<file path="config.mk">
export PLATFORM = sky130hd
export DESIGN_NAME = key_debounce_long_press
export DESIGN_NICKNAME = d
export VERILOG_FILES = /design/src/kdlp_pkg.sv /design/src/kdlp_out_skid.sv /design/src/key_debounce_long_press.sv
export SDC_FILE = /design/constraint.sdc
export NUM_CORES = 1
export LEC_CHECK = 0
export ABC_AREA = 1
export BUFFER_PORTS_ARGS = -buffer_cell sky130_fd_sc_hd__buf_2
export CORE_MARGIN = 4
export CORE_UTILIZATION = 40
export DETAILED_ROUTE_END_ITERATION = 10
export SYNTH_ARGS = -nofsm -noshare
export SYNTH_HDL_FRONTEND = slang
export SYNTH_SLANG_ARGS = --single-unit
</file>
<file path="constraint.sdc">
create_clock -name clk_i -period 6.7 [get_ports clk_i]
set_clock_uncertainty 0.05 [all_clocks]
set_input_delay 0.335 -clock clk_i [delete_from_list [all_inputs] [get_ports clk_i]]
set_output_delay 0.335 -clock clk_i [all_outputs]
set_load 0.02 [all_outputs]
</file>
<file path="src/kdlp_pkg.sv">
// ----------------------------------------------------------------------------
// kdlp_pkg: shared types and constants for the key debounce block
// Field widths, register indexes, reset values and the phase encoding.
// ----------------------------------------------------------------------------
package kdlp_pkg;

  // Field widths
  localparam int KEY_LEVELS_W = 6;
  localparam int KEY_CODE_W   = 3;
  localparam int DEBOUNCE_W   = 8;
  localparam int LONG_PRESS_W = 16;
  localparam int CFG_INDEX_W  = 1;
  localparam int CFG_DATA_W   = 16;

  // Configuration register indexes
  localparam logic [CFG_INDEX_W-1:0] CFG_DEBOUNCE   = 1'd0;
  localparam logic [CFG_INDEX_W-1:0] CFG_LONG_PRESS = 1'd1;

  // Register reset values
  localparam logic [DEBOUNCE_W-1:0]   DEBOUNCE_RST   = 8'd5;
  localparam logic [LONG_PRESS_W-1:0] LONG_PRESS_RST = 16'd1000;

  // Tracking phase
  typedef enum logic [1:0] {
    PH_IDLE     = 2'd0,
    PH_DEBOUNCE = 2'd1,
    PH_HOLD     = 2'd2
  } phase_e;

  typedef logic [KEY_CODE_W-1:0] key_code_t;

endpackage

</file>
<file path="src/kdlp_out_skid.sv">
// ----------------------------------------------------------------------------
// kdlp_out_skid: output register with one skid entry
// Holds a finished key code while the sink stalls and keeps the input side
// open until both entries are occupied.
// ----------------------------------------------------------------------------
module kdlp_out_skid (
  input  logic                clk_i,
  input  logic                rst_ni,
  input  logic                push_i,
  input  kdlp_pkg::key_code_t push_data_i,
  output logic                full_o,
  output logic                out_valid_o,
  input  logic                out_stall_i,
  output kdlp_pkg::key_code_t out_data_o
);

  logic                out_valid_q, out_valid_d;
  logic                skid_valid_q, skid_valid_d;
  kdlp_pkg::key_code_t out_data_q, out_data_d;
  kdlp_pkg::key_code_t skid_data_q, skid_data_d;
  logic                out_pop;

  assign out_pop = out_valid_q & ~out_stall_i;

  // Route a new item to the output register or the skid entry
  always_comb begin
    out_valid_d  = out_valid_q;
    skid_valid_d = skid_valid_q;
    out_data_d   = out_data_q;
    skid_data_d  = skid_data_q;
    if (skid_valid_q) begin
      if (out_pop) begin
        out_data_d   = skid_data_q;
        skid_valid_d = 1'b0;
      end
    end else if (push_i) begin
      if (!out_valid_q || out_pop) begin
        out_data_d  = push_data_i;
        out_valid_d = 1'b1;
      end else begin
        skid_data_d  = push_data_i;
        skid_valid_d = 1'b1;
      end
    end else if (out_pop) begin
      out_valid_d = 1'b0;
    end
  end

  // Hold control state
  always_ff @(posedge clk_i or negedge rst_ni) begin
    if (!rst_ni) begin
      out_valid_q  <= 1'b0;
      skid_valid_q <= 1'b0;
    end else begin
      out_valid_q  <= out_valid_d;
      skid_valid_q <= skid_valid_d;
    end
  end

  // Hold payload
  always_ff @(posedge clk_i) begin
    out_data_q  <= out_data_d;
    skid_data_q <= skid_data_d;
  end

  assign full_o      = skid_valid_q;
  assign out_valid_o = out_valid_q;
  assign out_data_o  = out_data_q;

endmodule

</file>
<file path="src/key_debounce_long_press.sv">
// ----------------------------------------------------------------------------
// key_debounce_long_press: key debounce with long-press detection
// The key code is loaded into the output register, or into its skid entry if
// the output register still holds a code, at the edge that accepts the tick
// showing the release. Throughput: one tick per cycle; the input stalls only
// when the output register and its skid entry are both full.
// Reset: phase idle, tracked key and hold count zero, debounce 5, long 1000.
// ----------------------------------------------------------------------------
module key_debounce_long_press #(
  parameter int NUM_KEYS        = 6,
  parameter int HOLD_COUNT_BITS = 16
) (
  input  logic                                clk_i,
  input  logic                                rst_ni,
  // tick channel
  input  logic                                in_valid_i,
  output logic                                in_stall_o,
  input  logic [kdlp_pkg::KEY_LEVELS_W-1:0]   key_levels_i,
  // result channel
  output logic                                out_valid_o,
  input  logic                                out_stall_i,
  output logic [kdlp_pkg::KEY_CODE_W-1:0]     key_code_o,
  // configuration channel
  input  logic                                cfg_valid_i,
  output logic                                cfg_ready_o,
  input  logic [kdlp_pkg::CFG_INDEX_W-1:0]    cfg_index_i,
  input  logic [kdlp_pkg::CFG_DATA_W-1:0]     cfg_data_i
);

  localparam int KeyW = (NUM_KEYS > 1) ? $clog2(NUM_KEYS) : 1;
  localparam int CmpW = (HOLD_COUNT_BITS > kdlp_pkg::LONG_PRESS_W) ?
                        HOLD_COUNT_BITS : kdlp_pkg::LONG_PRESS_W;

  logic [kdlp_pkg::DEBOUNCE_W-1:0]   debounce_q;
  logic [kdlp_pkg::LONG_PRESS_W-1:0] long_press_q;

  kdlp_pkg::phase_e         phase_q, phase_d;
  logic [KeyW-1:0]          tracked_q, tracked_d;
  logic [HOLD_COUNT_BITS-1:0] hold_q, hold_d, count_inc;

  logic [NUM_KEYS-1:0]      levels;
  logic                     in_accept;
  logic                     held;
  logic                     any_pressed;
  logic [KeyW-1:0]          first_key;
  logic                     debounce_done;
  logic                     is_long;
  logic                     res_valid;
  kdlp_pkg::key_code_t      res_code;
  logic                     skid_full;

  assign in_accept   = in_valid_i & ~in_stall_o;
  assign in_stall_o  = skid_full;
  assign cfg_ready_o = 1'b1;

  // Configuration registers
  always_ff @(posedge clk_i or negedge rst_ni) begin
    if (!rst_ni) begin
      debounce_q   <= kdlp_pkg::DEBOUNCE_RST;
      long_press_q <= kdlp_pkg::LONG_PRESS_RST;
    end else if (cfg_valid_i && cfg_ready_o) begin
      case (cfg_index_i)
        kdlp_pkg::CFG_DEBOUNCE:   debounce_q   <= cfg_data_i[kdlp_pkg::DEBOUNCE_W-1:0];
        kdlp_pkg::CFG_LONG_PRESS: long_press_q <= cfg_data_i;
        default: ;
      endcase
    end
  end

  // Keys beyond the field read as pressed
  assign levels = NUM_KEYS'(key_levels_i);

  // Pick the first pressed key, lowest index wins
  always_comb begin
    first_key = '0;
    for (int k = NUM_KEYS - 1; k >= 0; k--) begin
      if (!levels[k]) begin
        first_key = KeyW'(k);
      end
    end
  end

  assign any_pressed   = ~&levels;
  assign held          = ~levels[tracked_q];
  assign count_inc     = (&hold_q) ? hold_q : hold_q + 1'b1;
  assign debounce_done = CmpW'(count_inc) >= CmpW'(debounce_q);
  assign is_long       = (tracked_q == KeyW'(NUM_KEYS - 1)) &&
                         (CmpW'(count_inc) > CmpW'(long_press_q));

  // Next phase
  always_comb begin
    phase_d = phase_q;
    if (in_accept) begin
      case (phase_q)
        kdlp_pkg::PH_DEBOUNCE: begin
          if (debounce_done) begin
            phase_d = held ? kdlp_pkg::PH_HOLD : kdlp_pkg::PH_IDLE;
          end
        end
        kdlp_pkg::PH_HOLD: begin
          if (!held) begin
            phase_d = kdlp_pkg::PH_IDLE;
          end
        end
        default: begin
          phase_d = any_pressed ? kdlp_pkg::PH_DEBOUNCE : kdlp_pkg::PH_IDLE;
        end
      endcase
    end
  end

  // Counter, tracked key and result
  always_comb begin
    hold_d    = hold_q;
    tracked_d = tracked_q;
    res_valid = 1'b0;
    res_code  = is_long ? kdlp_pkg::KEY_CODE_W'(NUM_KEYS)
                        : kdlp_pkg::KEY_CODE_W'(tracked_q);
    if (in_accept) begin
      case (phase_q)
        kdlp_pkg::PH_DEBOUNCE: begin
          hold_d = count_inc;
        end
        kdlp_pkg::PH_HOLD: begin
          hold_d    = count_inc;
          res_valid = ~held;
        end
        default: begin
          if (any_pressed) begin
            hold_d    = '0;
            tracked_d = first_key;
          end
        end
      endcase
    end
  end

  // Advance tracking state
  always_ff @(posedge clk_i or negedge rst_ni) begin
    if (!rst_ni) begin
      phase_q   <= kdlp_pkg::PH_IDLE;
      tracked_q <= '0;
      hold_q    <= '0;
    end else begin
      phase_q   <= phase_d;
      tracked_q <= tracked_d;
      hold_q    <= hold_d;
    end
  end

  // Output register with skid entry
  kdlp_out_skid u_out_skid (
    .clk_i       (clk_i),
    .rst_ni      (rst_ni),
    .push_i      (res_valid),
    .push_data_i (res_code),
    .full_o      (skid_full),
    .out_valid_o (out_valid_o),
    .out_stall_i (out_stall_i),
    .out_data_o  (key_code_o)
  );

endmodule

</file>
==> run metrics <==
outcome=finished, final reports clean; clock root cell=sky130_fd_sc_hd__clkbuf_8; die area=9940 um2; Data arrival, critical path=3.24 ns; final weighted congestion in routability-driven placement=roughly 0.92; clk sink count=between 50 and 60; pwr dens=between 200 and 250 nW/um2; cell with the most instances after synthesis=sky130_fd_sc_hd__nand2_1; Final period util=between 40% and 50%; number of cells in the finished layout apart from fillers=568; slowest cell delay on critical path=between 0.4 and 0.5 ns; post_cts resized=0; IO Count=34; placement-stage worst setup slack=3.55 ns; top cell type's share of synthesized area=29.0%; placeable core region=between 8000 and 9000 um2; Die X=99.7 um; Worst Reg-to-Reg Cells=21; filler cell count in the final layout=830; pin slew with the least headroom to its limit=around 1.1 ns; unrepaired setup endpoints after global routing=false; total iterations of the first detailed-routing run=4; syn avg cell area=7.80 um2; Post-Syn Nets=just under 500; Crit. End Element=register; GRT Total Usage=between 15 and 20%; setup slack of the worst register-to-register path=between 3 and 4 ns; minimum period implied by the final worst setup slack=between 3 and 4 ns; WP buf/inv=3; top routing layer in use=met4; CTS hold repair buffers=0; Buffers on Ports=32; dominant cells by area after synthesis=sky130_fd_sc_hd__dfrtp_1, sky130_fd_sc_hd__nand2_1, sky130_fd_sc_hd__ha_1, sky130_fd_sc_hd__inv_1, sky130_fd_sc_hd__dfstp_2; count of maximum capacitance violations=0; final number of hold-violating endpoints=0; number of buffers inserted during clock tree synthesis=5; first-pass GRT wire length=~13 mm; count of flip-flops with a built-in enable after synthesis=6; logic depth of the worst path, buffers included=21; remaining routing DRC violations=0; layout overhead on the synthesized area=10.2%; CTS H-tree depth=2; Max transition margin=29.3%; Gate Count Post-Synth=~430; routed length per placed instance=~13 um; setup slack of the critical path after layout=roughly 3.5 ns; critical path required time=about 6.7 ns; detailed placement HPWL=5.92 mm; Site Rows=33; most used cell, CP=sky130_fd_sc_hd__nor2_1; post-CTS setup buffer count=0; clk slew on worst S/H paths=~0.10 ns; clock tree from TritonCTS=yes; Top Family by Delay on Critical Path=simple AND/OR/NAND/NOR gates; flop and latch count out of synthesis=53; Final Slew Violations=0; wire length on met3=between 200 and 250 um; largest net degree at the start of global routing=48; cells along the critical path=ha_1 -> inv_1 -> nor2_1 -> nand2_2 -> nor2_4 -> nor2_1 -> inv_1 -> nor2_1 -> nand2_1 -> xor2_1 -> inv_1 -> ha_1 -> nand4_1 -> nor2_1 -> o21ai_2 -> nor2_1 -> a21oi_2 -> nand2_2 -> nand2_2 -> nand2_1 -> nand2_1; number of buffers on the longest clock path=2; height of the die=roughly 100 um; leakage component of the power=approximately 1.9 nW; initial core utilization=40.9%; cell type of the slowest stage on the worst timing path=sky130_fd_sc_hd__dfrtp_1; cell total after placement=between 500 and 600; number of DRC markers after the initial detailed-route iteration=120; most frequently used flop master after synthesis=sky130_fd_sc_hd__dfrtp_1; Worst Hold Margin=0.161 ns; share of final-layout standard cells stronger than drive strength 1=17.3%; drt via density=~5; async set-or-reset flop fraction in the synthesized netlist=88.7%; element type at the critical path start=register; area of placed instances=between 3000 and 4000 um2; GR Overflow Total=0; Yosys Warn Count=0; antenna-violating nets left=0; final setup violation count=0; setup TNS after final layout=0 ns; library cell occupying the most area in the post-synthesis netlist=sky130_fd_sc_hd__dfrtp_1; post-layout net count=just over 500; maximum fanout encountered on the critical timing path=7; vias in the first global route=approximately 2700; initial antenna violation count=0; maximum operating frequency=roughly 310 MHz; type of the setup path with the least slack=register to register; routed metal-1 wire length=3.77 mm; most common library cells after synthesis=sky130_fd_sc_hd__nand2_1, sky130_fd_sc_hd__inv_1, sky130_fd_sc_hd__dfrtp_1; insertion delay of the later-clocked pin in the worst-skew pair=around 0.31 ns; total vias in the final route=approximately 2800; ANT cells=0; number of distinct library cells after synthesis=39; wire length on met2=about 3.4 mm; detailed-route wire length=~7.5 mm; type of the tightest min-delay check=input pin to asynchronous set/reset pin; cell area after synthesis=between 3000 and 4000 um2; register area share after synthesis=between 40% and 50%; Non-Filler Cell Area, Final=between 3000 and 4000 um2; worst-case vdd ir drop=between 0.08 and 0.09 mV
-- final timing paths --
kind | endpoint | start
max | u_out_skid.out_data_o[1] | hold_q[0]
min reg2reg | u_out_skid.skid_data_q[2] | tracked_q[2]
min in group clk_i | long_press_q[3] | cfg_data_i[3]
min | long_press_q[2] | rst_ni
max in group asynchronous | phase_q[1] | rst_ni
max reg2reg | u_out_skid.out_data_o[1] | hold_q[0]
-- kinds of logic (layout without fill, tap and decap cells) --
kind of cell | after synthesis | count (layout) | synth area share (%)
adder cells (fa/ha/maj) | 24 | 24 | 8.93
AND/OR/NAND/NOR | 186 | 186 | 26.1
buffers and inverters | 85 | 117 | 9.68
other | 1 | 1 | 0.112
XOR/XNOR | 9 | 9 | 2.34
flip-flops | 53 | 53 | 40.6
AO/OA/AOI/OAI | 73 | 73 | 12.2
-- layer usage --
metal,vias to the layer above,track usage (%)
met5,-,0
met4,0,4.62
met3,10,2.81
met2,48,24.9
met1,1328,23.7
li1,1453,-
-- report_power, final --
part | internal (W) | total [W] | switching (W)
registers | 0.000370 | 0.000399 | 0.0000288
logic | 0.0000858 | 0.000249 | 0.000163
clock network | 0.0000740 | 0.000184 | 0.000110
total | 0.000530 | 0.000831 | 0.000302
-- worst register-to-register path, delay by kind of cell, from the launching register on --
family / cells / cell delay (ns)
and+or+nand+nor: 13 / 1.32
AOI/OAI and AO/OA: 2 / 0.15
DFF: 1 / 0.48
adders and majority gates: 2 / 0.54
xor gates and xnor gates: 1 / 0.19
buffers and inverters: 3 / 0.25
-- sequential cells by signal, summed over array words and instances (netlist names) --
name                    cells
u_out_skid.full_o           1
tracked_q                   3
hold_q                     16
u_out_skid.out_valid_o      1
long_press_q               16
u_out_skid.skid_data_q      3
debounce_q                  8
phase_q                     2
u_out_skid.out_data_o       3
-- cell type report --
cell class | count | area (um2) | area share [%]
clock buffer | 6 | 72.6 | 1.96
multi-input combinational | 293 | 1670 | 45.1
inverter | 77 | 290 | 7.83
timing repair buffer | 32 | 160 | 4.32
sequential | 53 | 1370 | 36.9
tap | 105 | 131 | 3.54
clock inverter | 2 | 15.0 | 0.405
-- stage by stage --
stage | util (%) | power, W
2_1_floorplan | - | 0.000581
6_report | 45.1 | 0.000831
4_1_cts | 45.1 | 0.000840
5_1_grt | 45.1 | 0.000899
3_3_place_gp | 44.0 | 0.000651
3_5_place_dp | 44.0 | 0.000654
-- layout by cell type (no fill, tap or decap), types with 2 or more instances in the layout --
cell / instances
sky130_fd_sc_hd__o21ai_0: 33
sky130_fd_sc_hd__nand3_1: 21
sky130_fd_sc_hd__buf_2: 32
sky130_fd_sc_hd__edfxtp_1: 6
sky130_fd_sc_hd__xor2_1: 9
sky130_fd_sc_hd__clkinvlp_4: 2
sky130_fd_sc_hd__nand4_1: 11
sky130_fd_sc_hd__ha_1: 24
sky130_fd_sc_hd__nor2_4: 4
sky130_fd_sc_hd__nand2_2: 10
sky130_fd_sc_hd__nor3_2: 2
sky130_fd_sc_hd__inv_2: 2
sky130_fd_sc_hd__nor3_1: 3
sky130_fd_sc_hd__a21oi_1: 22
sky130_fd_sc_hd__dfstp_2: 8
sky130_fd_sc_hd__nand3_2: 4
sky130_fd_sc_hd__o22ai_1: 7
sky130_fd_sc_hd__dfrtp_1: 39
sky130_fd_sc_hd__o21ai_2: 2
sky130_fd_sc_hd__nor2_2: 2
sky130_fd_sc_hd__a21oi_2: 2
sky130_fd_sc_hd__nand2_1: 90
sky130_fd_sc_hd__inv_1: 74
sky130_fd_sc_hd__clkbuf_8: 5
sky130_fd_sc_hd__nor2_1: 35
No activity file was read; power rests on OpenSTA's default activity.
